<file path="src/sv/nmea_chk_pkg.sv">
// Shared types, character codes and helper functions for the NMEA checksum checker.
// Depends on nothing; every other file of the block refers to it by scoped names.
`timescale 1ns / 1ps

package nmea_chk_pkg;

    // Default sizes, handed to the top level as parameter defaults
    localparam int DEFAULT_BUFFER_BYTES = 128;
    localparam int DEFAULT_MAX_FIELDS   = 32;

    // Stream widths
    localparam int IN_TDATA_W  = 8;
    localparam int OUT_TDATA_W = 40;

    // Framing characters
    localparam logic [7:0] CHAR_DOLLAR = 8'h24;
    localparam logic [7:0] CHAR_STAR   = 8'h2A;
    localparam logic [7:0] CHAR_COMMA  = 8'h2C;
    localparam logic [7:0] CHAR_CR     = 8'h0D;

    // Hex digit ranges and offsets
    localparam logic [7:0] CHAR_0        = 8'h30;
    localparam logic [7:0] CHAR_9        = 8'h39;
    localparam logic [7:0] CHAR_UPPER_A  = 8'h41;
    localparam logic [7:0] CHAR_UPPER_F  = 8'h46;
    localparam logic [7:0] CHAR_LOWER_A  = 8'h61;
    localparam logic [7:0] CHAR_LOWER_F  = 8'h66;
    localparam logic [7:0] OFFSET_DIGIT  = 8'h30;
    localparam logic [7:0] OFFSET_UPPER  = 8'h37;
    localparam logic [7:0] OFFSET_LOWER  = 8'h57;

    // Sentence type tags, first character in the high byte
    localparam logic [23:0] TAG_GGA = 24'h47_47_41;
    localparam logic [23:0] TAG_GSA = 24'h47_53_41;
    localparam logic [23:0] TAG_RMC = 24'h52_4D_43;
    localparam logic [23:0] TAG_GSV = 24'h47_53_56;

    // Sentence kind codes
    localparam logic [2:0] KIND_OTHER = 3'd0;
    localparam logic [2:0] KIND_GGA   = 3'd1;
    localparam logic [2:0] KIND_GSA   = 3'd2;
    localparam logic [2:0] KIND_RMC   = 3'd3;
    localparam logic [2:0] KIND_GSV   = 3'd4;

    typedef struct packed {
        logic [6:0] sentence_length;
        logic       overflowed;
        logic [5:0] field_count;
        logic [2:0] sentence_kind;
        logic [7:0] received_sum;
        logic [7:0] computed_sum;
        logic       checksum_ok;
    } verdict_t;

    // Decode one hex character: bit 4 flags a non-hex character, nibble then 0
    function automatic logic [4:0] hex_decode(input logic [7:0] c);
        logic [7:0] v;
        v = 8'h00;
        if (c >= CHAR_0 && c <= CHAR_9) begin
            v = c - OFFSET_DIGIT;
            return {1'b0, v[3:0]};
        end
        if (c >= CHAR_UPPER_A && c <= CHAR_UPPER_F) begin
            v = c - OFFSET_UPPER;
            return {1'b0, v[3:0]};
        end
        if (c >= CHAR_LOWER_A && c <= CHAR_LOWER_F) begin
            v = c - OFFSET_LOWER;
            return {1'b0, v[3:0]};
        end
        return 5'b1_0000;
    endfunction

endpackage

</file>
<file path="src/sv/nmea_chk_core.sv">
// Per-byte sentence tracker: checksum, digits, commas, address and length state.
// Depends on nmea_chk_pkg for character codes, kind codes and the verdict type.
`timescale 1ns / 1ps

module nmea_chk_core #(
    parameter int BUFFER_BYTES = nmea_chk_pkg::DEFAULT_BUFFER_BYTES,
    parameter int MAX_FIELDS   = nmea_chk_pkg::DEFAULT_MAX_FIELDS
) (
    input  logic                  clk,
    input  logic                  rst_n,
    input  logic                  step_valid,
    input  logic [7:0]            step_byte,
    input  logic                  enable,
    output logic                  res_valid,
    output nmea_chk_pkg::verdict_t res
);

    localparam int PW = $clog2(BUFFER_BYTES);
    localparam int CW = $clog2(MAX_FIELDS + 1);
    localparam logic [PW-1:0] POS_LIMIT   = PW'(BUFFER_BYTES - 1);
    localparam logic [CW-1:0] FIELD_LIMIT = CW'(MAX_FIELDS);

    localparam logic [1:0] PH_BODY   = 2'd0;
    localparam logic [1:0] PH_FIRST  = 2'd1;
    localparam logic [1:0] PH_SECOND = 2'd2;
    localparam logic [1:0] PH_DONE   = 2'd3;

    logic          in_sentence_reg, in_sentence_next;
    logic [1:0]    phase_reg, phase_next;
    logic [7:0]    xor_reg, xor_next;
    logic [3:0]    high_nib_reg, high_nib_next;
    logic [3:0]    low_nib_reg, low_nib_next;
    logic [1:0]    digit_cnt_reg, digit_cnt_next;
    logic          bad_reg, bad_next;
    logic [CW-1:0] comma_reg, comma_next;
    logic [PW-1:0] pos_reg, pos_next;
    logic [23:0]   addr_reg, addr_next;
    logic [1:0]    addr_len_reg, addr_len_next;
    logic          ovf_reg, ovf_next;

    logic [4:0]    hex;
    logic [PW-1:0] pos_inc;
    logic          ovf_upd;
    logic [7:0]    rsum;
    logic [PW+6:0] pos_ext;
    logic [CW+5:0] comma_ext;

    always_comb
    begin
        hex       = nmea_chk_pkg::hex_decode(step_byte);
        pos_inc   = (pos_reg < POS_LIMIT) ? pos_reg + PW'(1) : pos_reg;
        ovf_upd   = ovf_reg | (pos_inc >= POS_LIMIT);
        rsum      = {high_nib_reg, low_nib_reg};
        pos_ext   = {7'd0, pos_inc};
        comma_ext = {6'd0, comma_reg};

        res.checksum_ok     = (phase_reg != PH_BODY) && (digit_cnt_reg == 2'd2) &&
                              !bad_reg && (xor_reg == rsum);
        res.computed_sum    = xor_reg;
        res.received_sum    = rsum;
        res.field_count     = comma_ext[5:0];
        res.overflowed      = ovf_upd;
        res.sentence_length = pos_ext[6:0];
        if (addr_len_reg != 2'd3) begin
            res.sentence_kind = nmea_chk_pkg::KIND_OTHER;
        end else if (addr_reg == nmea_chk_pkg::TAG_GGA) begin
            res.sentence_kind = nmea_chk_pkg::KIND_GGA;
        end else if (addr_reg == nmea_chk_pkg::TAG_GSA) begin
            res.sentence_kind = nmea_chk_pkg::KIND_GSA;
        end else if (addr_reg == nmea_chk_pkg::TAG_RMC) begin
            res.sentence_kind = nmea_chk_pkg::KIND_RMC;
        end else if (addr_reg == nmea_chk_pkg::TAG_GSV) begin
            res.sentence_kind = nmea_chk_pkg::KIND_GSV;
        end else begin
            res.sentence_kind = nmea_chk_pkg::KIND_OTHER;
        end

        res_valid        = 1'b0;
        in_sentence_next = in_sentence_reg;
        phase_next       = phase_reg;
        xor_next         = xor_reg;
        high_nib_next    = high_nib_reg;
        low_nib_next     = low_nib_reg;
        digit_cnt_next   = digit_cnt_reg;
        bad_next         = bad_reg;
        comma_next       = comma_reg;
        pos_next         = pos_reg;
        addr_next        = addr_reg;
        addr_len_next    = addr_len_reg;
        ovf_next         = ovf_reg;

        if (step_valid) begin
            if (step_byte == nmea_chk_pkg::CHAR_DOLLAR) begin
                // restart the sentence, also from inside one
                in_sentence_next = 1'b1;
                phase_next       = PH_BODY;
                xor_next         = 8'h00;
                high_nib_next    = 4'h0;
                low_nib_next     = 4'h0;
                digit_cnt_next   = 2'd0;
                bad_next         = 1'b0;
                comma_next       = '0;
                pos_next         = '0;
                addr_next        = 24'h0;
                addr_len_next    = 2'd0;
                ovf_next         = 1'b0;
            end else if (in_sentence_reg) begin
                pos_next = pos_inc;
                ovf_next = ovf_upd;
                if (step_byte == nmea_chk_pkg::CHAR_CR) begin
                    res_valid        = enable;
                    in_sentence_next = 1'b0;
                end else begin
                    case (phase_reg)
                        PH_BODY:
                        begin
                            if (step_byte == nmea_chk_pkg::CHAR_STAR) begin
                                phase_next = PH_FIRST;
                            end else begin
                                xor_next = xor_reg ^ step_byte;
                                if (step_byte == nmea_chk_pkg::CHAR_COMMA) begin
                                    if (comma_reg < FIELD_LIMIT) begin
                                        comma_next = comma_reg + CW'(1);
                                    end
                                end else if (comma_reg == '0) begin
                                    addr_next = {addr_reg[15:0], step_byte};
                                    if (addr_len_reg != 2'd3) begin
                                        addr_len_next = addr_len_reg + 2'd1;
                                    end
                                end
                            end
                        end
                        PH_FIRST:
                        begin
                            high_nib_next  = hex[3:0];
                            bad_next       = bad_reg | hex[4];
                            digit_cnt_next = digit_cnt_reg + 2'd1;
                            phase_next     = PH_SECOND;
                        end
                        PH_SECOND:
                        begin
                            low_nib_next   = hex[3:0];
                            bad_next       = bad_reg | hex[4];
                            digit_cnt_next = digit_cnt_reg + 2'd1;
                            phase_next     = PH_DONE;
                        end
                        default:
                        begin
                            // drop trailing bytes until CR
                        end
                    endcase
                end
            end
        end
    end

    always_ff @(posedge clk or negedge rst_n)
    begin
        if (!rst_n) begin
            in_sentence_reg <= 1'b0;
            phase_reg       <= PH_BODY;
            xor_reg         <= 8'h00;
            high_nib_reg    <= 4'h0;
            low_nib_reg     <= 4'h0;
            digit_cnt_reg   <= 2'd0;
            bad_reg         <= 1'b0;
            comma_reg       <= '0;
            pos_reg         <= '0;
            addr_reg        <= 24'h0;
            addr_len_reg    <= 2'd0;
            ovf_reg         <= 1'b0;
        end else begin
            in_sentence_reg <= in_sentence_next;
            phase_reg       <= phase_next;
            xor_reg         <= xor_next;
            high_nib_reg    <= high_nib_next;
            low_nib_reg     <= low_nib_next;
            digit_cnt_reg   <= digit_cnt_next;
            bad_reg         <= bad_next;
            comma_reg       <= comma_next;
            pos_reg         <= pos_next;
            addr_reg        <= addr_next;
            addr_len_reg    <= addr_len_next;
            ovf_reg         <= ovf_next;
        end
    end

endmodule

</file>
<file path="config.mk">
export PLATFORM = sky130hd
export DESIGN_NAME = nmea_chk_core
export DESIGN_NICKNAME = d
export VERILOG_FILES = /design/src/sv/nmea_chk_pkg.sv /design/src/sv/nmea_chk_core.sv
export SDC_FILE = /design/constraint.sdc
export NUM_CORES = 1
export LEC_CHECK = 0
export ABC_AREA = 0
export BUFFER_PORTS_ARGS = -buffer_cell sky130_fd_sc_hd__buf_4
export CAP_MARGIN = 25
export CORE_MARGIN = 2
export CORE_UTILIZATION = 40
export DETAILED_ROUTE_END_ITERATION = 12
export PLACE_DENSITY_LB_ADDON = 0.1
export SLEW_MARGIN = 20
export SYNTH_ARGS = -nofsm -noshare
export SYNTH_HDL_FRONTEND = slang
export SYNTH_SLANG_ARGS = --single-unit
</file>
<file path="constraint.sdc">
create_clock -name clk -period 2.78 [get_ports clk]
set_clock_uncertainty 0.1 [all_clocks]
set_input_delay 0 -clock clk [delete_from_list [all_inputs] [get_ports clk]]
set_output_delay 0 -clock clk [all_outputs]
set_load 0.01 [all_outputs]
</file>
==> run metrics <==
CTS tree=done; Synth Area in Compound Gates=about 18%; nets@finish=465; vias in the first global route=2916; Seq/Total Area, Yosys=between 40 and 50%; Longest Clk Path Bufs=2; Post-synth EDFFs=0; Synth Area in XOR/XNOR=under 10%; Cell Pwr Density=slightly below 700 mW/mm2; asr flop ratio synth=100%; Cells after Synth=380; syn_area_per_cell=9.23 um2; fmax=~0.40 GHz; CTS resizes=0; Hold Crit Class=in2async; die height=between 90 and 100 um; Crit path arrival time=2.62 ns; max reg flops=24; largest net degree at the start of global routing=63; Total GRT Usage=19.1%; hpwl dp=~6100 um; outcome=complete, no violations; first-pass GRT wire length=~15000 um; commonest non-fill, non-tap cell in the layout=nand2_1; prevailing post-synth register cell=dfrtp_1; Layout Cells excl Fill=553; largest family of logic cells by synthesized area=simple AND/OR/NAND/NOR gates; critical path class=reg2reg; first drt pass iteration count=5; Hold Fails Final Rpt=0; worst path buffer plus inverter count=2; core area=0.00859 mm2; synth top area cells=dfrtp_1 44%, nand2_1 8.2%, o21ai_0 4.7%; max cap viols=0; WL final=around 8600 um; area of the die=about 0.0095 mm2; Routed wire per std cell=15.5 um; largest area contributor in the netlist=dfrtp_1; Setup TNS=0 ns; CP Max Fanout=34; GRT overflow=0; fraction of layout cells with a size suffix above 1=approximately 22%; Slew @ Worst Pin=~0.81 ns; Area Growth Syn to Fin=22.4%; max-slew violation count=0; 1st-iter DRT viols=164; ANT cells=0; initial antenna violation count=0; routability cong.=between 0.7 and 0.8; CP top delay family=compound AO/OA/AOI/OAI gates; post-synth net total=a little over 400; maximum vdd drop=between 0.0003 and 0.0004 V; slowest CP cell=or4b_1; WP data required=2.90 ns; proportion of synthesized area in mux cells=5.63%; CTS Buf Count=9; post-synthesis sequential element count=slightly above 60; Netlist cell types=a little under 60; starting density of the core=between 40% and 50%; YS warnings=0; Vias=around 3000; DP Area=about 0.004 mm2; Crit. End Element=flop; worst path cell trace=inv_1 > ha_1 > or4b_1 > a211oi_1 > o2111ai_2 > buf_4 > nand2_1 > o21ai_0; Synth Area in Adders=~4.6%; DRT antenna net count=0; fin area=around 0.0043 mm2; Leak=2.02 nW; CP Launch Type=flop; IO buf count=46; top cell type's share of synthesized area=44.2%; max incr delay on CP=approximately 0.50 ns; final setup fails=0; total I/O pin count=47; H-tree depth=3; final worst-path cycle share=around 90%; DR DRC count=0; RSZ-0062 raised after global routing=false; # rows=34; die width=97.7 um; Worst-Skew Late Latency=0.35 ns; most frequent cells in the layout=77 x nand2_1, 62 x dfrtp_1, 56 x buf_4; clk slew on worst S/H paths=around 0.08 ns; Slew HR=approximately 46%; clk sinks=62; fin crit period=2.50 ns; Root Buffer=clkbuf_8; synthesized cell area=0.00351 mm2; number of vias per cell=around 5.4; fill count=836; Inst Count DP=between 500 and 600; post-synthesis simple-gate area fraction=about 22%
==> per-layer routing <==
layer	GRT usage [%]	routed length [um]	share of wire [%]	vias to the layer above
li1	-	-	-	1482
met1	27.9	4350	51	1431
met2	27.8	3680	43	68
met3	4.39	408	4.8	11
met4	6.73	136	1.6	0
met5	0	0	0	-
==> Yosys cell counts, drive strengths merged (3+ instances only) <==
master / number
nor3b: 4
mux2i: 4
a31o: 3
buf: 4
o21a: 6
a22o: 5
nor3: 7
nand2: 77
mux2: 14
nor4: 3
nand3: 14
xor2: 8
ha: 13
o31ai: 4
or3: 3
nand4b: 4
dfrtp: 62
inv: 14
clkbuf: 13
o211ai: 3
a21oi: 17
nor4b: 3
nand4: 3
a21o: 4
a31oi: 4
nand2b: 3
o21ai: 35
a211oi: 3
nor2: 17
==> power breakdown <==
part	switching, W	internal (W)
clock	0.000398	0.000443
sequential	0.000232	0.00111
combinational	0.000371	0.000385
==> cells by family after synthesis <==
kind of cell	Yosys count
compound gates	94
xor+xnor	9
fa+ha+maj	13
buf+inv	31
flops	62
mux	18
simple gates	153
==> layout make-up <==
class,instances,area [um2],area share (%)
Multi-Input combinational cell,287,1830,42.6
Clock buffer,10,138,3.20
Tap cell,108,135,3.15
Clock inverter,6,70.1,1.63
Timing Repair Buffer,66,520,12.1
Sequential cell,62,1550,36.1
Inverter,14,52.6,1.22
==> path summary, 6_finish.rpt <==
| check | startpoint | end | slack (ns) | cells after the start |
|---|---|---|---|---|
| min reg2reg | addr_reg[21]$_DFFE_PN0P_ | addr_reg[21]$_DFFE_PN0P_ | 0.38 | 2 |
| min | rst_n | pos_reg[4]$_DFFE_PN0P_ | 0.15 | 2 |
| max in group asynchronous | rst_n | pos_reg[3]$_DFFE_PN0P_ | 1.86 | 2 |
| min in group clk | enable | res_valid | 0.27 | 4 |
| max reg2reg | comma_reg[1]$_DFFE_PN0P_ | addr_reg[2]$_DFFE_PN0P_ | 0.28 | 8 |
| max | comma_reg[1]$_DFFE_PN0P_ | addr_reg[2]$_DFFE_PN0P_ | 0.28 | 8 |
==> metrics by stage <==
stage	util [%]	total power, W	worst slack [ns]	hold WS, ns
finish	50.0	0.00294	0.284	0.146
global route	50.0	0.00315	0.0733	0.249
CTS	50.0	0.00297	0.274	0.212
detailed placement	46.4	0.00211	0.293	0.0434
global placement	46.4	0.00210	0.379	0.0457
floorplan	-	0.00178	0.583	-0.396
==> repair_timing <==
item / CTS / global route
buffers inserted: 0 / 0
hold buffers: 10 / 0
endpoints found under the hold margin: 81 / 0
Power figures use the tool's default switching activity.
